$ cat src/vlva_pkg.sv
// ----------------------------------------------------------------------------
// vlva_pkg: shared types and constants
// Entry layout, command/status groups and saturating helpers for the
// voxel length variance accumulator.
// ----------------------------------------------------------------------------
package vlva_pkg;

    localparam int CNT_W   = 24;
    localparam int SUM_W   = 40;
    localparam int M2_W    = 64;
    localparam int LEN_W   = 24;
    localparam int DIM_W   = 9;
    localparam int COORD_W = 8;
    localparam int FLAT_W  = 26;

    localparam logic [CNT_W-1:0] CNT_MAX = {CNT_W{1'b1}};
    localparam logic [SUM_W-1:0] SUM_MAX = {SUM_W{1'b1}};
    localparam logic [M2_W-1:0]  M2_MAX  = {M2_W{1'b1}};

    localparam logic [4:0] DIV_STEPS = 5'd24;

    localparam logic [1:0] KIND_HIT  = 2'd0;
    localparam logic [1:0] KIND_LEN  = 2'd1;
    localparam logic [1:0] KIND_VAR  = 2'd2;

    localparam logic [1:0] REG_WIDTH  = 2'd0;
    localparam logic [1:0] REG_HEIGHT = 2'd1;
    localparam logic [1:0] REG_DEPTH  = 2'd2;

    typedef struct packed {
        logic [CNT_W-1:0] hit_cnt;
        logic [CNT_W-1:0] smp_cnt;
        logic [SUM_W-1:0] len_sum;
        logic [SUM_W-1:0] hlen_sum;
        logic [CNT_W-1:0] wf_cnt;
        logic [LEN_W-1:0] wf_mean;
        logic [M2_W-1:0]  wf_m2;
    } entry_t;

    typedef struct packed {
        logic load_in;
        logic idx1;
        logic idx2;
        logic idx3;
        logic rd;
        logic upd;
        logic div_step;
        logic mean;
        logic mul;
        logic m2;
        logic wr;
        logic clr_wr;
        logic load_out;
    } cmd_t;

    typedef struct packed {
        logic oor;
        logic need_div;
    } stat_t;

    function automatic logic [CNT_W-1:0] inc_sat(input logic [CNT_W-1:0] c);
        return (c == CNT_MAX) ? CNT_MAX : c + 1'b1;
    endfunction

    function automatic logic [SUM_W-1:0] add_sat(input logic [SUM_W-1:0] s,
                                                 input logic [LEN_W-1:0] v);
        logic [SUM_W:0] r;
        r = {1'b0, s} + {{(SUM_W+1-LEN_W){1'b0}}, v};
        return r[SUM_W] ? SUM_MAX : r[SUM_W-1:0];
    endfunction

endpackage

$ cat src/vlva_ctrl.sv
// ----------------------------------------------------------------------------
// vlva_ctrl: sequencing state machine
// Clears the store after reset; each item runs index, then (if in range)
// read, update, divide/multiply when needed, write-back; then result load.
// ----------------------------------------------------------------------------
module vlva_ctrl #(
    parameter int AW = 16,
    parameter int CELL_COUNT = 65536
) (
    input  logic                aclk,
    input  logic                aresetn,
    input  logic                s_valid,
    output logic                s_ready,
    output logic                m_valid,
    input  logic                m_ready,
    input  vlva_pkg::stat_t     stat,
    output vlva_pkg::cmd_t      cmd,
    output logic [AW-1:0]       clr_addr
);

    localparam logic [3:0] ST_CLEAR = 4'd0;
    localparam logic [3:0] ST_IDLE  = 4'd1;
    localparam logic [3:0] ST_IDX1  = 4'd2;
    localparam logic [3:0] ST_IDX2  = 4'd3;
    localparam logic [3:0] ST_IDX3  = 4'd4;
    localparam logic [3:0] ST_READ  = 4'd5;
    localparam logic [3:0] ST_RWAIT = 4'd6;
    localparam logic [3:0] ST_UPD   = 4'd7;
    localparam logic [3:0] ST_DIV   = 4'd8;
    localparam logic [3:0] ST_MEAN  = 4'd9;
    localparam logic [3:0] ST_MUL   = 4'd10;
    localparam logic [3:0] ST_M2    = 4'd11;
    localparam logic [3:0] ST_WRITE = 4'd12;
    localparam logic [3:0] ST_LOAD  = 4'd13;

    localparam logic [AW-1:0] LAST = AW'(CELL_COUNT - 1);
    localparam logic [4:0] DIV_STEPS = vlva_pkg::DIV_STEPS;

    logic [3:0]    state_reg, state_next;
    logic [AW-1:0] clr_reg, clr_next;
    logic [4:0]    cnt_reg, cnt_next;
    logic          mv_reg, mv_next;
    logic          out_free;

    assign out_free = !mv_reg || m_ready;
    assign s_ready  = (state_reg == ST_IDLE);
    assign m_valid  = mv_reg;
    assign clr_addr = clr_reg;

    always_comb begin
        state_next = state_reg;
        clr_next   = clr_reg;
        cnt_next   = cnt_reg;
        mv_next    = mv_reg && !m_ready;
        cmd        = '0;
        case (state_reg)
            ST_CLEAR: begin
                cmd.clr_wr = 1'b1;
                clr_next   = clr_reg + 1'b1;
                if (clr_reg == LAST) state_next = ST_IDLE;
            end
            ST_IDLE: begin
                if (s_valid) begin
                    cmd.load_in = 1'b1;
                    state_next  = ST_IDX1;
                end
            end
            ST_IDX1: begin cmd.idx1 = 1'b1; state_next = ST_IDX2; end
            ST_IDX2: begin cmd.idx2 = 1'b1; state_next = ST_IDX3; end
            ST_IDX3: begin cmd.idx3 = 1'b1; state_next = ST_READ; end
            ST_READ: begin
                if (stat.oor) begin
                    state_next = ST_LOAD;
                end else begin
                    cmd.rd     = 1'b1;
                    state_next = ST_RWAIT;
                end
            end
            ST_RWAIT: state_next = ST_UPD;
            ST_UPD: begin
                cmd.upd    = 1'b1;
                cnt_next   = '0;
                state_next = ST_DIV;
            end
            ST_DIV: begin
                if (!stat.need_div) begin
                    state_next = ST_WRITE;
                end else begin
                    cmd.div_step = 1'b1;
                    cnt_next     = cnt_reg + 1'b1;
                    if (cnt_reg == DIV_STEPS - 1'b1) state_next = ST_MEAN;
                end
            end
            ST_MEAN:  begin cmd.mean = 1'b1; state_next = ST_MUL; end
            ST_MUL:   begin cmd.mul = 1'b1;  state_next = ST_M2; end
            ST_M2:    begin cmd.m2 = 1'b1;   state_next = ST_WRITE; end
            ST_WRITE: begin cmd.wr = 1'b1;   state_next = ST_LOAD; end
            ST_LOAD: begin
                if (out_free) begin
                    cmd.load_out = 1'b1;
                    mv_next      = 1'b1;
                    state_next   = ST_IDLE;
                end
            end
            default: state_next = ST_IDLE;
        endcase
    end

    always_ff @(posedge aclk) begin
        if (!aresetn) begin
            state_reg <= ST_CLEAR;
            clr_reg   <= '0;
            cnt_reg   <= '0;
            mv_reg    <= 1'b0;
        end else begin
            state_reg <= state_next;
            clr_reg   <= clr_next;
            cnt_reg   <= cnt_next;
            mv_reg    <= mv_next;
        end
    end

endmodule

$ cat config.mk
export PLATFORM = sky130hd
export DESIGN_NAME = vlva_ctrl
export DESIGN_NICKNAME = d
export VERILOG_FILES = /design/src/vlva_pkg.sv /design/src/vlva_ctrl.sv
export SDC_FILE = /design/constraint.sdc
export NUM_CORES = 1
export LEC_CHECK = 0
export BUFFER_PORTS_ARGS = -buffer_cell sky130_fd_sc_hd__clkbuf_2
export CAP_MARGIN = 20
export CORE_MARGIN = 4
export CORE_UTILIZATION = 58
export CTS_BUF_LIST = sky130_fd_sc_hd__clkbuf_4 sky130_fd_sc_hd__clkbuf_8
export CTS_CLUSTER_SIZE = 30
export DETAILED_ROUTE_END_ITERATION = 10
export HOLD_SLACK_MARGIN = 0.12
export PLACE_DENSITY_LB_ADDON = 0.05
export RECOVER_POWER = 50
export SYNTH_ARGS = -nofsm -noshare
export SYNTH_HDL_FRONTEND = slang
export SYNTH_SLANG_ARGS = --single-unit
$ cat constraint.sdc
create_clock -name aclk -period 3.1 [get_ports aclk]
set_input_delay 0.775 -clock aclk [delete_from_list [all_inputs] [get_ports aclk]]
set_output_delay 0.775 -clock aclk [all_outputs]
set_load 0.05 [all_outputs]
==> impl_metrics.ini <==
[status]
status = complete, no violations

[yosys]
syn-mean-instance-area_um2 = 8.18
netlist_area_um2 = 1410
synth_top_cell_by_area = dfxtp_1
async_flop_share_pct = 0
synth_xor_xnor_area_share_pct = 4.36
synth_ff_type = dfxtp_1
synth_top_family_by_area = simple AND/OR/NAND/NOR gates
ys_ff_latch = 26
syn_nets = 180
netlist.area_leader.share_pct = 37.0
netlist-cell-type-count = 36
synthMuxAreaShare_pct = 2.14
ys_seq_area_share_pct = 37.0
synthAdderAreaFrac_pct = 1.78
synth_compound_gate_area_share_pct = 16.7
yosys.area_share.simple_pct = 35.0
synthesis.instances = 172
synth_edf_count = 0
synth.area.top_cells = dfxtp_1, a21oi_1, nor2_1
ys_warn_count = 0

[die]
die_w_um = 57.2
ios = 37
row_count = 17
die_y_um = 57.2
die-area_um2 = 3280
coreArea_um2 = 2250
start_util_pct = 62.4

[pwr]
p_leak_nw = 0.575
p_switching_uw = 490
p_clk_share_pct = 13.0
swShare_pct = 47.3
p_comb_share_pct = 43.7
p_int_uw = 546
seq_power_share_pct = 43.3
p_per_area_nw_per_um2 = 650
peakVddDrop_mv = 0.649

[layout]
fillers = 203
layout_commonest_cell = dfxtp_1
diodes = 0
final_cell_count_no_fill = 232
areaGrowthSynthToFinish_pct = 13.3
drive_above_1_share_pct = 13.7
largest_reg_flops = 16
nNetsFinal = 214
layout_common_cells = dfxtp_1, clkbuf_2, nor2_1

[sta]
final-setup-viol-count = 0
fin_crit_sh_pct = 89.6
setup_ws_ns = 0.323
fin_skew_ns = 0.00719
hold_viol_final = 0
fin_setup_tns_ns = 0
timing.fmax_mhz = 360
slew_viol_final = 0
rsz0062_at_grt = false
worst_pin_slew_ns = 0.601
period_minus_slack_ns = 2.78
maxSlewHeadroom_pct = 60.1

[drt]
via_count = 1350
routedWlPerCell_um = 13.0
antenna_left = 0
drt_iter0_drc = 36
wirelength_um = 3020
vias_per_cell = 5.82
dr.pass1.iters = 4
drc = 0

[placed_design]
gp_congestion = 0.801
dpl.cell_count = 229
numPortBuffers = 36
dp_slack_ns = 0.832
hpwl_um = 2260

[cts]
cts_setup_buffers = 0
hold_buffers = 0
clockBufferDepth = 2
clk_pin_slew_ns = 0.13
clock_latency_ns = 0.31
h-tree-depth = 1
cts_tree = built
clock-sinks = 26
root_buffer = clkbuf_4
cts_made_buffers = 3
ctsResizeCount = 0

[worst_setup_path]
critPathLaunchType = flip-flop
cp_max_fo = 17
cp.arrival_ns = 2.00
path_class = reg2out
end_kind = output pin
crit_required_ns = 2.32

[global_routing]
grt_usage_pct = 19.4
antenna_found_initial = 0
grt_max_degree = 21
overflow = 0
grt_pass1_wl_um = 5220
grt_pass1_vias = 1193

[job]
cap_violations = 0

[min_path]
min_path_type = reg2reg
[cells in the mapped netlist, types with 3 or more instances]
master and instances:
nand3_1 6, nor3_1 6, nand2b_1 7, o31ai_1 4, o211ai_1 3, or3_1 8
nand4_1 6, nor2b_1 4, o21ai_0 10, and2_1 3, a21oi_1 16, clkbuf_1 7
nand2_1 9, and3_1 3, mux2i_1 3, dfxtp_1 26, xor2_1 6, nor2_1 18
or4_1 5, inv_1 3
[critical path: stages (launching register included)]
cell	delay, ns
dfxtp_1	0.50
nor4_4	0.35
clkbuf_1	0.47
clkbuf_2	0.38
[worst paths after layout]
| path | slack (ns) | endpoint | start | depth (start not counted) |
|---|---|---|---|---|
| setup / recovery | 0.32 | cmd[1] | state_reg[3]$_SDFFE_PN0P_ | 3 |
| hold / removal | 0.49 | cnt_reg[1]$_SDFFE_PN0P_ | cnt_reg[1]$_SDFFE_PN0P_ | 2 |
| setup reg to reg | 0.59 | clr_addr[14]$_SDFFE_PN0N_ | state_reg[3]$_SDFFE_PN0P_ | 5 |
| hold reg to reg | 0.49 | cnt_reg[1]$_SDFFE_PN0P_ | cnt_reg[1]$_SDFFE_PN0P_ | 2 |
[power groups by stage]
stage	logic [mW]	registers (mW)	clock network [mW]
after floorplan	0.357	0.464	0
after global placement	0.454	0.452	0
after detailed placement	0.471	0.455	0
after CTS	0.473	0.448	0.142
after global routing	0.490	0.462	0.159
final	0.453	0.449	0.135
[kinds of logic after synthesis]
| family | count (synthesis) |
|---|---|
| DFF | 26 |
| buffers and inverters | 11 |
| muxes | 3 |
| AOI/OAI and AO/OA | 39 |
| xor gates and xnor gates | 7 |
| and+or+nand+nor | 84 |
| adders and majority gates | 2 |
[stage by stage]
stage               util [%]  hold slack, ns  cell area [µm²]  power [mW]
detailed placement      70.9           0.477             1600       0.925
global placement        70.9           0.462             1600       0.905
finish                  70.7           0.492             1590        1.04
CTS                     71.9           0.495             1620        1.06
floorplan                  -           0.449             1410       0.820
global route            70.7           0.520             1590        1.11
[per-layer routing]
metal  GRT usage [%]  vias up  part of all wire [%]
met1            23.8      632                    46
li1                -      694                     -
met2            35.1       22                    50
met4            5.30        0                  0.46
met3            2.94        2                   3.8
met5               0        -                     0
[area by class of cell]
class | count | area (µm²) | area share (%)
clock buffers | 3 | 22.5 | 1.41
inverters | 3 | 11.3 | 0.706
multi-input cells | 135 | 838 | 52.6
flip-flops and latches | 26 | 520 | 32.7
well taps | 28 | 35.0 | 2.20
repair buffers | 37 | 166 | 10.4
No activity file was read; power rests on OpenSTA's default activity.
